==> src/rtl/core/pshp_pkg.sv <==
// Package for the packet size and delay shaper: constants, types and the control ROM.
package pshp_pkg;

  // Table geometry. The two table registers hold eight 16-bit entries.
  localparam int unsigned SIZE_SLOTS    = 8;
  localparam int unsigned TABLE_ENTRIES = 8;
  localparam int unsigned MAX_ENTRIES   =
    (SIZE_SLOTS < TABLE_ENTRIES) ? SIZE_SLOTS : TABLE_ENTRIES;
  localparam int unsigned IDX_W         = $clog2(TABLE_ENTRIES);
  localparam logic [3:0]  COUNT_CAP     = 4'(MAX_ENTRIES);

  // Generator constants.
  localparam logic [31:0] LCG_MUL = 32'd1103515245;
  localparam logic [31:0] LCG_INC = 32'd12345;

  // Register reset values.
  localparam logic [63:0] TABLE_LOW_RST  = 64'd144116287595872320;
  localparam logic [63:0] TABLE_HIGH_RST = 64'd6442534831104;
  localparam logic [3:0]  COUNT_RST      = 4'd7;

  // Divisors and offsets of the delay ranges, and the dummy draw threshold.
  localparam logic [9:0]  DIV_BASIC    = 10'd100;
  localparam logic [9:0]  DIV_ADVANCED = 10'd500;
  localparam logic [9:0]  DIV_MAXIMUM  = 10'd1000;
  localparam logic [9:0]  DIV_PERCENT  = 10'd100;
  localparam logic [10:0] OFF_BASIC    = 11'd10;
  localparam logic [10:0] OFF_ADVANCED = 11'd50;
  localparam logic [10:0] OFF_MAXIMUM  = 11'd100;
  localparam logic [9:0]  DUMMY_PCT    = 10'd15;

  // Dummy lengths.
  localparam logic [15:0] DUMMY_LEN_BASIC = 16'd64;
  localparam logic [15:0] DUMMY_LEN_ADV   = 16'd128;
  localparam logic [15:0] DUMMY_LEN_MAX   = 16'd256;

  typedef enum logic [1:0] {
    LVL_NONE,
    LVL_BASIC,
    LVL_ADVANCED,
    LVL_MAXIMUM
  } level_t;

  typedef enum logic [2:0] {
    REG_LEVEL,
    REG_DUMMY_ENABLE,
    REG_SEED,
    REG_TABLE_LOW,
    REG_TABLE_HIGH,
    REG_SIZE_COUNT
  } reg_idx_t;

  // Datapath operations of one control word.
  typedef enum logic [3:0] {
    OP_WAIT_IN,
    OP_SCAN,
    OP_DRAW,
    OP_MOD,
    OP_SET_REAL,
    OP_TEST,
    OP_DUMMY_LEN,
    OP_SET_DUMMY,
    OP_EMIT_REAL,
    OP_EMIT_DUMMY,
    OP_EMIT_LAST
  } op_t;

  typedef enum logic {
    DIV_LEVEL,
    DIV_PCT
  } div_sel_t;

  typedef enum logic [1:0] {
    JMP_NONE,
    JMP_ALWAYS,
    JMP_NO_DUMMY,
    JMP_MISS
  } jmp_t;

  localparam int unsigned STEP_W = 4;

  localparam logic [STEP_W-1:0] STEP_IDLE       = 4'd0;
  localparam logic [STEP_W-1:0] STEP_SCAN       = 4'd1;
  localparam logic [STEP_W-1:0] STEP_DRAW_REAL  = 4'd2;
  localparam logic [STEP_W-1:0] STEP_MOD_REAL   = 4'd3;
  localparam logic [STEP_W-1:0] STEP_SET_REAL   = 4'd4;
  localparam logic [STEP_W-1:0] STEP_DRAW_PCT   = 4'd5;
  localparam logic [STEP_W-1:0] STEP_MOD_PCT    = 4'd6;
  localparam logic [STEP_W-1:0] STEP_TEST       = 4'd7;
  localparam logic [STEP_W-1:0] STEP_DUMMY_LEN  = 4'd8;
  localparam logic [STEP_W-1:0] STEP_DRAW_DUMMY = 4'd9;
  localparam logic [STEP_W-1:0] STEP_MOD_DUMMY  = 4'd10;
  localparam logic [STEP_W-1:0] STEP_SET_DUMMY  = 4'd11;
  localparam logic [STEP_W-1:0] STEP_EMIT_REAL  = 4'd12;
  localparam logic [STEP_W-1:0] STEP_EMIT_DUMMY = 4'd13;
  localparam logic [STEP_W-1:0] STEP_EMIT_LAST  = 4'd14;

  typedef struct packed {
    op_t               op;
    div_sel_t          div_sel;
    jmp_t              jmp;
    logic [STEP_W-1:0] target;
  } uword_t;

  // Control program. A word whose jump condition holds goes to its target
  // once its operation is done; otherwise the step counter moves on by one.
  function automatic uword_t ucode(logic [STEP_W-1:0] step);
    uword_t w;
    w = '{OP_WAIT_IN, DIV_LEVEL, JMP_NONE, STEP_IDLE};
    unique case (step)
      STEP_IDLE:       w = '{OP_WAIT_IN,    DIV_LEVEL, JMP_NONE,     STEP_IDLE};
      STEP_SCAN:       w = '{OP_SCAN,       DIV_LEVEL, JMP_NONE,     STEP_IDLE};
      STEP_DRAW_REAL:  w = '{OP_DRAW,       DIV_LEVEL, JMP_NONE,     STEP_IDLE};
      STEP_MOD_REAL:   w = '{OP_MOD,        DIV_LEVEL, JMP_NONE,     STEP_IDLE};
      STEP_SET_REAL:   w = '{OP_SET_REAL,   DIV_LEVEL, JMP_NO_DUMMY, STEP_EMIT_LAST};
      STEP_DRAW_PCT:   w = '{OP_DRAW,       DIV_PCT,   JMP_NONE,     STEP_IDLE};
      STEP_MOD_PCT:    w = '{OP_MOD,        DIV_PCT,   JMP_NONE,     STEP_IDLE};
      STEP_TEST:       w = '{OP_TEST,       DIV_LEVEL, JMP_MISS,     STEP_EMIT_LAST};
      STEP_DUMMY_LEN:  w = '{OP_DUMMY_LEN,  DIV_LEVEL, JMP_NONE,     STEP_IDLE};
      STEP_DRAW_DUMMY: w = '{OP_DRAW,       DIV_LEVEL, JMP_NONE,     STEP_IDLE};
      STEP_MOD_DUMMY:  w = '{OP_MOD,        DIV_LEVEL, JMP_NONE,     STEP_IDLE};
      STEP_SET_DUMMY:  w = '{OP_SET_DUMMY,  DIV_LEVEL, JMP_NONE,     STEP_IDLE};
      STEP_EMIT_REAL:  w = '{OP_EMIT_REAL,  DIV_LEVEL, JMP_NONE,     STEP_IDLE};
      STEP_EMIT_DUMMY: w = '{OP_EMIT_DUMMY, DIV_LEVEL, JMP_ALWAYS,   STEP_IDLE};
      STEP_EMIT_LAST:  w = '{OP_EMIT_LAST,  DIV_LEVEL, JMP_ALWAYS,   STEP_IDLE};
      default:         w = '{OP_WAIT_IN,    DIV_LEVEL, JMP_ALWAYS,   STEP_IDLE};
    endcase
    return w;
  endfunction

endpackage

==> src/rtl/core/packet_size_and_delay_shaper.sv <==
// Packet size and delay shaper: microcoded sequencer with its datapath and result register.
//
// Each item on the input channel is the length of one real packet. The block answers with
// one result for the real packet (its length snapped to the nearest entry of the size table,
// ties to the earlier entry, or kept as it is when the level is none or the table is empty,
// and a send delay) and, when dummy traffic is enabled and the level is not none, sometimes
// a second result that describes a dummy packet; the last flag marks the final result of
// each item. A 32-bit linear congruential generator supplies all random draws; writing the
// seed register reloads it. A short program in a control ROM steps through the work: the
// table scan visits one entry per cycle, or no entry when the level is none or the table
// is empty. A delay draw or the dummy decision draw passes through the generator multiplier
// and then through the remainder unit, which reduces the draw by 100, 500 or 1000 one hex
// digit per cycle; the dummy length draw needs only the multiplier. One draw is taken per
// real packet, one more to decide on a dummy, and two more when a dummy is sent. Each
// result is handed to the output register once that register is empty or being read.
// Results leave through that output register, so a waiting result does not hold up the
// next item.
// The configuration channel is always ready and must only be written while the block is idle.
module packet_size_and_delay_shaper (
  input  logic        clk,
  input  logic        rst_n,
  // Input channel.
  input  logic        in_valid,
  output logic        in_ready,
  input  logic [15:0] in_packet_length,
  // Result channel.
  output logic        out_valid,
  input  logic        out_ready,
  output logic [15:0] out_length,
  output logic [10:0] out_delay_ms,
  output logic        out_is_dummy,
  output logic [7:0]  out_fill_base,
  output logic        out_last,
  // Configuration channel.
  input  logic        cfg_valid,
  output logic        cfg_ready,
  input  logic [2:0]  cfg_index,
  input  logic [63:0] cfg_data
);

  // Configuration registers.
  pshp_pkg::level_t level_r;
  logic             dummy_en_r;
  logic [63:0]      tbl_low_r;
  logic [63:0]      tbl_high_r;
  logic [3:0]       count_r;

  // Sequencer.
  logic [pshp_pkg::STEP_W-1:0] step_r;
  logic [pshp_pkg::STEP_W-1:0] step_nxt;
  pshp_pkg::uword_t            uw;
  logic                        op_done;
  logic                        jmp_take;

  // Datapath registers.
  logic [31:0]              rng_r;
  logic [31:0]              rng_step;
  logic [15:0]              len_r;
  logic [15:0]              best_r;
  logic [16:0]              bestdiff_r;
  logic [pshp_pkg::IDX_W-1:0] idx_r;
  logic [31:0]              mod_src_r;
  logic [9:0]               rem_r;
  logic [9:0]               div_r;
  logic [2:0]               dig_r;
  logic [15:0]              real_len_r;
  logic [10:0]              real_dly_r;
  logic [15:0]              dum_len_r;
  logic [7:0]               dum_fill_r;
  logic [10:0]              dum_dly_r;

  // Output register.
  logic        out_valid_r;
  logic [15:0] out_length_r;
  logic [10:0] out_delay_r;
  logic        out_is_dummy_r;
  logic [7:0]  out_fill_r;
  logic        out_last_r;

  // Scan logic.
  logic [127:0] tbl_all;
  logic [15:0]  entry;
  logic [15:0]  diff;
  logic [3:0]   n_eff;
  logic         skip_scan;
  logic         scan_last;

  // Remainder unit.
  logic [13:0] rem_t;
  logic [13:0] rem_red;
  logic [13:0] mult;
  logic [9:0]  div_sel_val;
  logic [10:0] dly_off;
  logic [10:0] dly_val;
  logic        emit_ok;

  assign uw        = pshp_pkg::ucode(step_r);
  assign in_ready  = (uw.op == pshp_pkg::OP_WAIT_IN);
  assign cfg_ready = 1'b1;
  assign rng_step  = rng_r * pshp_pkg::LCG_MUL + pshp_pkg::LCG_INC;

  // Nearest-size scan, one table entry per cycle.
  assign tbl_all   = {tbl_high_r, tbl_low_r};
  assign entry     = tbl_all[{idx_r, 4'b0000} +: 16];
  assign diff      = (entry > len_r) ? (entry - len_r) : (len_r - entry);
  assign n_eff     = (count_r > pshp_pkg::COUNT_CAP) ? pshp_pkg::COUNT_CAP : count_r;
  assign skip_scan = (level_r == pshp_pkg::LVL_NONE) || (n_eff == 4'd0);
  assign scan_last = ({{(4 - pshp_pkg::IDX_W){1'b0}}, idx_r} == (n_eff - 4'd1));

  // One hex digit of the remainder: bring in the next digit, then take off the
  // largest multiple of the divisor that fits. The partial remainder stays
  // below the divisor, so fifteen multiples cover every case.
  assign rem_t = {rem_r, mod_src_r[31:28]};

  always_comb begin
    rem_red = rem_t;
    mult    = '0;
    for (int k = 1; k < 16; k++) begin
      mult = 14'(k) * {4'd0, div_r};
      if (rem_t >= mult) begin
        rem_red = rem_t - mult;
      end
    end
  end

  always_comb begin
    case (level_r)
      pshp_pkg::LVL_ADVANCED: div_sel_val = pshp_pkg::DIV_ADVANCED;
      pshp_pkg::LVL_MAXIMUM:  div_sel_val = pshp_pkg::DIV_MAXIMUM;
      default:                div_sel_val = pshp_pkg::DIV_BASIC;
    endcase
    if (uw.div_sel == pshp_pkg::DIV_PCT) begin
      div_sel_val = pshp_pkg::DIV_PERCENT;
    end
  end

  always_comb begin
    case (level_r)
      pshp_pkg::LVL_BASIC:    dly_off = pshp_pkg::OFF_BASIC;
      pshp_pkg::LVL_ADVANCED: dly_off = pshp_pkg::OFF_ADVANCED;
      pshp_pkg::LVL_MAXIMUM:  dly_off = pshp_pkg::OFF_MAXIMUM;
      default:                dly_off = 11'd0;
    endcase
    // At level none the delay is zero whatever the draw gave.
    dly_val = (level_r == pshp_pkg::LVL_NONE) ? 11'd0 : ({1'b0, rem_r} + dly_off);
  end

  // Sequencer: completion of the current word and the next step.
  assign emit_ok = !out_valid_r || out_ready;

  always_comb begin
    case (uw.op)
      pshp_pkg::OP_WAIT_IN:    op_done = in_valid;
      pshp_pkg::OP_SCAN:       op_done = skip_scan || scan_last;
      pshp_pkg::OP_MOD:        op_done = (dig_r == 3'd7);
      pshp_pkg::OP_EMIT_REAL,
      pshp_pkg::OP_EMIT_DUMMY,
      pshp_pkg::OP_EMIT_LAST:  op_done = emit_ok;
      default:                 op_done = 1'b1;
    endcase
    case (uw.jmp)
      pshp_pkg::JMP_ALWAYS:   jmp_take = 1'b1;
      pshp_pkg::JMP_NO_DUMMY: jmp_take = !(dummy_en_r && (level_r != pshp_pkg::LVL_NONE));
      pshp_pkg::JMP_MISS:     jmp_take = (rem_r >= pshp_pkg::DUMMY_PCT);
      default:                jmp_take = 1'b0;
    endcase
    if (!op_done) begin
      step_nxt = step_r;
    end else if (jmp_take) begin
      step_nxt = uw.target;
    end else begin
      step_nxt = step_r + 4'd1;
    end
  end

  // Control state: step counter, configuration, generator and result valid.
  always_ff @(posedge clk) begin
    if (!rst_n) begin
      step_r      <= pshp_pkg::STEP_IDLE;
      level_r     <= pshp_pkg::LVL_NONE;
      dummy_en_r  <= 1'b0;
      tbl_low_r   <= pshp_pkg::TABLE_LOW_RST;
      tbl_high_r  <= pshp_pkg::TABLE_HIGH_RST;
      count_r     <= pshp_pkg::COUNT_RST;
      rng_r       <= 32'd0;
      out_valid_r <= 1'b0;
    end else begin
      step_r <= step_nxt;
      if (uw.op == pshp_pkg::OP_DRAW || uw.op == pshp_pkg::OP_DUMMY_LEN) begin
        rng_r <= rng_step;
      end
      if (cfg_valid) begin
        case (pshp_pkg::reg_idx_t'(cfg_index))
          pshp_pkg::REG_LEVEL:        level_r    <= pshp_pkg::level_t'(cfg_data[1:0]);
          pshp_pkg::REG_DUMMY_ENABLE: dummy_en_r <= cfg_data[0];
          pshp_pkg::REG_SEED:         rng_r      <= cfg_data[31:0];
          pshp_pkg::REG_TABLE_LOW:    tbl_low_r  <= cfg_data;
          pshp_pkg::REG_TABLE_HIGH:   tbl_high_r <= cfg_data;
          pshp_pkg::REG_SIZE_COUNT:   count_r    <= cfg_data[3:0];
          default: ;
        endcase
      end
      if ((uw.op == pshp_pkg::OP_EMIT_REAL || uw.op == pshp_pkg::OP_EMIT_DUMMY ||
           uw.op == pshp_pkg::OP_EMIT_LAST) && emit_ok) begin
        out_valid_r <= 1'b1;
      end else if (out_ready) begin
        out_valid_r <= 1'b0;
      end
    end
  end

  // Datapath, driven by the operation of the current control word.
  always_ff @(posedge clk) begin
    case (uw.op)
      pshp_pkg::OP_WAIT_IN: begin
        len_r      <= in_packet_length;
        best_r     <= in_packet_length;
        bestdiff_r <= '1;
        idx_r      <= '0;
      end
      pshp_pkg::OP_SCAN: begin
        if (!skip_scan) begin
          if ({1'b0, diff} < bestdiff_r) begin
            bestdiff_r <= {1'b0, diff};
            best_r     <= entry;
          end
          idx_r <= idx_r + 1'b1;
        end
      end
      pshp_pkg::OP_DRAW: begin
        mod_src_r <= {1'b0, rng_step[30:0]};
        rem_r     <= '0;
        dig_r     <= '0;
        div_r     <= div_sel_val;
      end
      pshp_pkg::OP_MOD: begin
        rem_r     <= rem_red[9:0];
        mod_src_r <= {mod_src_r[27:0], 4'b0000};
        dig_r     <= dig_r + 3'd1;
      end
      pshp_pkg::OP_SET_REAL: begin
        real_len_r <= best_r;
        real_dly_r <= dly_val;
      end
      pshp_pkg::OP_DUMMY_LEN: begin
        dum_fill_r <= rng_step[7:0];
        case (level_r)
          pshp_pkg::LVL_ADVANCED: dum_len_r <= pshp_pkg::DUMMY_LEN_ADV + {9'd0, rng_step[6:0]};
          pshp_pkg::LVL_MAXIMUM:  dum_len_r <= pshp_pkg::DUMMY_LEN_MAX + {8'd0, rng_step[7:0]};
          default:                dum_len_r <= pshp_pkg::DUMMY_LEN_BASIC;
        endcase
      end
      pshp_pkg::OP_SET_DUMMY: begin
        dum_dly_r <= dly_val;
      end
      pshp_pkg::OP_EMIT_REAL,
      pshp_pkg::OP_EMIT_LAST: begin
        if (emit_ok) begin
          out_length_r   <= real_len_r;
          out_delay_r    <= real_dly_r;
          out_is_dummy_r <= 1'b0;
          out_fill_r     <= 8'd0;
          out_last_r     <= (uw.op == pshp_pkg::OP_EMIT_LAST);
        end
      end
      pshp_pkg::OP_EMIT_DUMMY: begin
        if (emit_ok) begin
          out_length_r   <= dum_len_r;
          out_delay_r    <= dum_dly_r;
          out_is_dummy_r <= 1'b1;
          out_fill_r     <= dum_fill_r;
          out_last_r     <= 1'b1;
        end
      end
      default: ;
    endcase
  end

  assign out_valid    = out_valid_r;
  assign out_length   = out_length_r;
  assign out_delay_ms = out_delay_r;
  assign out_is_dummy = out_is_dummy_r;
  assign out_fill_base = out_fill_r;
  assign out_last     = out_last_r;

  // An accepted item always moves the sequencer into the table scan.
  a_accept_starts_scan: assert property (@(posedge clk) disable iff (!rst_n)
    (in_valid && in_ready) |=> (step_r == pshp_pkg::STEP_SCAN))
    else $error("accepted item did not start the scan");

  // Whatever consumes the remainder sees a fully reduced value.
  a_rem_reduced: assert property (@(posedge clk) disable iff (!rst_n)
    (uw.op == pshp_pkg::OP_SET_REAL || uw.op == pshp_pkg::OP_TEST ||
     uw.op == pshp_pkg::OP_SET_DUMMY) |-> (rem_r < div_r))
    else $error("remainder not below its divisor");

  // A dummy is always the final result of its item.
  a_dummy_is_last: assert property (@(posedge clk) disable iff (!rst_n)
    (out_valid_r && out_is_dummy_r) |-> out_last_r)
    else $error("dummy result without last flag");

  // Handing over the dummy ends the program and returns to idle.
  a_dummy_ends: assert property (@(posedge clk) disable iff (!rst_n)
    (uw.op == pshp_pkg::OP_EMIT_DUMMY && op_done) |=>
      (step_r == pshp_pkg::STEP_IDLE && out_valid_r && out_is_dummy_r))
    else $error("sequencer did not finish after the dummy");

endmodule

==> config.mk <==
export PLATFORM = sky130hd
export DESIGN_NAME = packet_size_and_delay_shaper
export DESIGN_NICKNAME = d
export VERILOG_FILES = /design/src/rtl/core/pshp_pkg.sv /design/src/rtl/core/packet_size_and_delay_shaper.sv
export SDC_FILE = /design/constraint.sdc
export NUM_CORES = 2
export LEC_CHECK = 0
export BUFFER_PORTS_ARGS = -buffer_cell sky130_fd_sc_hd__buf_2
export CAP_MARGIN = 10
export CORE_MARGIN = 10
export CORE_UTILIZATION = 40
export CTS_BUF_LIST = sky130_fd_sc_hd__clkbuf_4 sky130_fd_sc_hd__clkbuf_8
export DETAILED_ROUTE_END_ITERATION = 12
export GPL_ROUTABILITY_DRIVEN = 0
export GPL_TIMING_DRIVEN = 0
export PLACE_DENSITY_LB_ADDON = 0.1
export RECOVER_POWER = 50
export SLEW_MARGIN = 20
export SYNTH_ARGS = -nofsm -noshare
export SYNTH_HDL_FRONTEND = slang
export SYNTH_SLANG_ARGS = --single-unit
==> constraint.sdc <==
create_clock -name clk -period 7 [get_ports clk]
set_input_delay 2.1 -clock clk [delete_from_list [all_inputs] [get_ports clk]]
set_output_delay 2.1 -clock clk [all_outputs]
set_load 0.02 [all_outputs]
==> PnR_summary.wiki <==
{| class="wikitable"
! Metric !! Value
|-
| Longest individual stage delay on the worst path || 0.55 ns
|-
| CTS Buffer Depth || 3
|-
| Failing checks || capacitance limit, slew limit
|-
| Htree depth || 2
|-
| Most used DFF post-synth || sky130_fd_sc_hd__edfxtp_1
|-
| Number of sinks driven by the clock tree || 371
|-
| Count of hold buffers inserted by post-cts repair || 0
|-
| Final Slew Violations || 52
|-
| Die H || 303 um
|-
| Final Cycle Share || 0.981
|-
| Largest net degree at the start of global routing || 27
|-
| Time the worst path needs with I/O delays and setup || 6.87 ns
|-
| Number of enable flip-flop cells after synthesis || 193
|-
| Wire length of the first global-routing pass || 157000 um
|-
| Number of synthesized register bits || 371
|-
| List of most frequent post-synthesis cells || sky130_fd_sc_hd__inv_1, sky130_fd_sc_hd__ha_1, sky130_fd_sc_hd__nand2_1
|-
| Average routed wire per standard cell || 21.9 um
|-
| TritonCTS clock tree || yes
|-
| Detailed-route DRC error count || 0
|-
| DR vias || 25500
|-
| Number of antenna violations at the first check in global routing || 4
|-
| Register clock-pin slew on the reported worst setup and hold paths || 0.07 ns
|-
| Crit path capture type || flip-flop
|-
| Summed instance area of the synthesized netlist || 32100 sq um
|-
| Synthesized netlist cell count || 3463
|-
| Die Span X || 303 um
|-
| Data arrival at the endpoint of the critical path || 7.47 ns
|-
| Relative slew margins || -0.377
|-
| Final worst clock skew || 0.0243 ns
|-
| Part of the Yosys area used for sequential elements || 0.292
|-
| Sum of overflow across all layers after global routing || 0
|-
| Overall routing resource usage || 0.225
|-
| Vias/cell || 5.31
|-
| First-pass iteration count of the detailed router || 6
|-
| Critical path fanouts, max || 6
|-
| Share of synthesized registers carrying an async set or reset || 0
|-
| DRT antenna net count || 0
|-
| Clk Latency, worst-skew pair || 0.66 ns
|-
| Result of the run || finished with violations
|-
| Post-synthesis to final-layout area growth || 13.7%
|-
| Total of fill cells in the finished design || 7808
|-
| Most prevalent standard cell on the critical path || sky130_fd_sc_hd__fa_1
|-
| Wirelength, routed || 105000 um
|-
| Area occupied by multi-input gates || 20800 sq um
|-
| Final setup viols || 0
|-
| Min-Delay Path Class || flip-flop to flip-flop
|-
| Unique masters post-synth || 93
|-
| Number of buffers added by the clock tree synthesis step || 61
|-
| CP max-delay cell || sky130_fd_sc_hd__fa_1
|-
| Layout cells sized above 1 || 0.125
|-
| Max-cap violation count || 4
|-
| Worst-Margin Slew || 2.01 ns
|-
| Input/output buffers || 125
|-
| Violation count after the first detailed-route iteration || 1926
|-
| Clock tree root driver cell || sky130_fd_sc_hd__clkbuf_8
|-
| Hold violation total from the final report || 0
|-
| Area contributors post-synth || sky130_fd_sc_hd__edfxtp_1, sky130_fd_sc_hd__ha_1, sky130_fd_sc_hd__fa_1
|-
| Fraction of synthesized cell area taken by the top area cell type || 0.181
|-
| Required time at the endpoint of the critical path || 7.60 ns
|-
| Post-synthesis cell type with the largest combined area || sky130_fd_sc_hd__edfxtp_1
|-
| Mean area per synthesized cell || 9.26 sq um
|-
| Row count || 103
|-
| Top-count cell post-synth || sky130_fd_sc_hd__inv_1
|-
| Yosys synthesis warning count || 0
|-
| Core Footprint || 79300 sq um
|-
| Number of top-level pins || 128
|-
| Setup CP Type || flip-flop to flip-flop
|-
| Final-stage net count || 4400
|-
| Setup TNS || 0 ns
|-
| Vias in the first global route || 25000
|-
| Placed wire-length estimate after detailed placement || 83000 um
|-
| Net count of the mapped netlist || 4159
|-
| Fmax || 146 MHz
|-
| Area taken by flip-flops and latches || 9410 sq um
|-
| Die Outline Area || 91900 sq um
|-
| Starting Density || 0.405
|-
| Category of the worst setup path launch point || flip-flop
|}
-- layout make-up --
| class | count | share of cell area |
|---|---|---|
| tap | 1050 | 0.0360 |
| sequential | 371 | 0.258 |
| antenna | 2 | 0.000137 |
| inverter | 550 | 0.0568 |
| buffer | 120 | 0.0146 |
| clock inverter | 10 | 0.00148 |
| timing repair buffer | 179 | 0.0286 |
| multi-input combinational | 2421 | 0.571 |
| clock buffer | 100 | 0.0333 |
-- stage by stage --
| stage | setup slack [ns] | cell area (sq um) | instances | hold slack [ns] | utilization |
|---|---|---|---|---|---|
| 2_1_floorplan | 0.236 | 32100 | 3463 | 0.400 | - |
| 4_1_cts | 0.00134 | 36000 | 4782 | 0.409 | 0.454 |
| 3_5_place_dp | -2.15 | 34200 | 4647 | 0.405 | 0.431 |
| 6_report | 0.130 | 36500 | 4803 | 0.413 | 0.460 |
| 5_1_grt | -0.0382 | 36500 | 4803 | 0.419 | 0.460 |
| 3_3_place_gp | -2.19 | 34000 | 4638 | 0.401 | 0.429 |
-- routing by layer --
metal | vias up | GRT usage | routed length, um
li1 | 12200 | - | -
met1 | 12400 | 0.326 | 49300
met2 | 771 | 0.354 | 46700
met3 | 131 | 0.0336 | 6810
met4 | 0 | 0.0442 | 2170
met5 | - | 0 | 0
-- path summary, 6_finish.rpt --
check                      start                       to  slack, ns  cells after the start
max          rng_r[8]$_SDFF_PN0_     rng_r[26]$_SDFF_PN0_       0.13                     25
max reg2reg  rng_r[8]$_SDFF_PN0_     rng_r[26]$_SDFF_PN0_       0.13                     25
min          best_r[7]$_DFFE_PP_  real_len_r[7]$_DFFE_PN_       0.41                      0
min reg2reg  best_r[7]$_DFFE_PP_  real_len_r[7]$_DFFE_PN_       0.41                      0
-- sequential cells by signal (all words and copies together), names as in the netlist, 7 cells and up --
| signal | count |
|---|---|
| bestdiff_r | 17 |
| rng_r | 31 |
| rem_r | 10 |
| tbl_low_r | 64 |
| out_length | 16 |
| real_len_r | 16 |
| uw | 7 |
| dum_fill_r | 8 |
| dum_len_r | 9 |
| len_r | 16 |
| dum_dly_r | 11 |
| out_fill_base | 8 |
| out_delay_ms | 11 |
| real_dly_r | 11 |
| tbl_high_r | 64 |
| best_r | 16 |
| mod_src_r | 32 |
-- critical path, delay by kind of cell, from the launching register on --
| family | cells | cell delay (ns) |
|---|---|---|
| flops | 1 | 0.39 |
| xor+xnor | 2 | 0.31 |
| buf+inv | 4 | 0.38 |
| simple gates | 2 | 0.21 |
| fa+ha+maj | 9 | 3.80 |
| compound gates | 8 | 1.69 |
-- logic make-up after synthesis --
family,share of synthesized area
AO/OA/AOI/OAI,0.139
XOR/XNOR,0.0470
adder cells (fa/ha/maj),0.283
buffers and inverters,0.0797
flip-flops,0.292
multiplexers,0.0422
other,0.000117
AND/OR/NAND/NOR,0.118
-- repair_timing --
action,CTS,global route
setup buffers,24,22
pin swaps,7,24
resized for setup,95,86
setup endpoints to repair,69,47
gates cloned,2,0
-- cells in the final DEF, fill, tap and decap left out, drive strengths merged, types with 26 or more instances in the layout --
master  synthesis  routed
xor2           63      63
dfxtp         178     178
nor3           42      42
nand2         413     413
inv           549     549
nor2b          37      37
mux2i          34      34
o21ai         154     154
edfxtp        193     193
mux2           26      26
a21oi         274     274
and2           28      28
buf            26     181
nor2          156     156
a21o           61      61
fa            194     194
clkbuf         97     218
o211ai         26      26
a211oi         28      28
mux4           32      32
nand2b         35      35
nand3          50      50
xnor2         109     109
ha            414     414
Power is left out: the tool's default activity adds up to more than one toggle a clock period on the data nets, which glitch-free logic cannot reach.
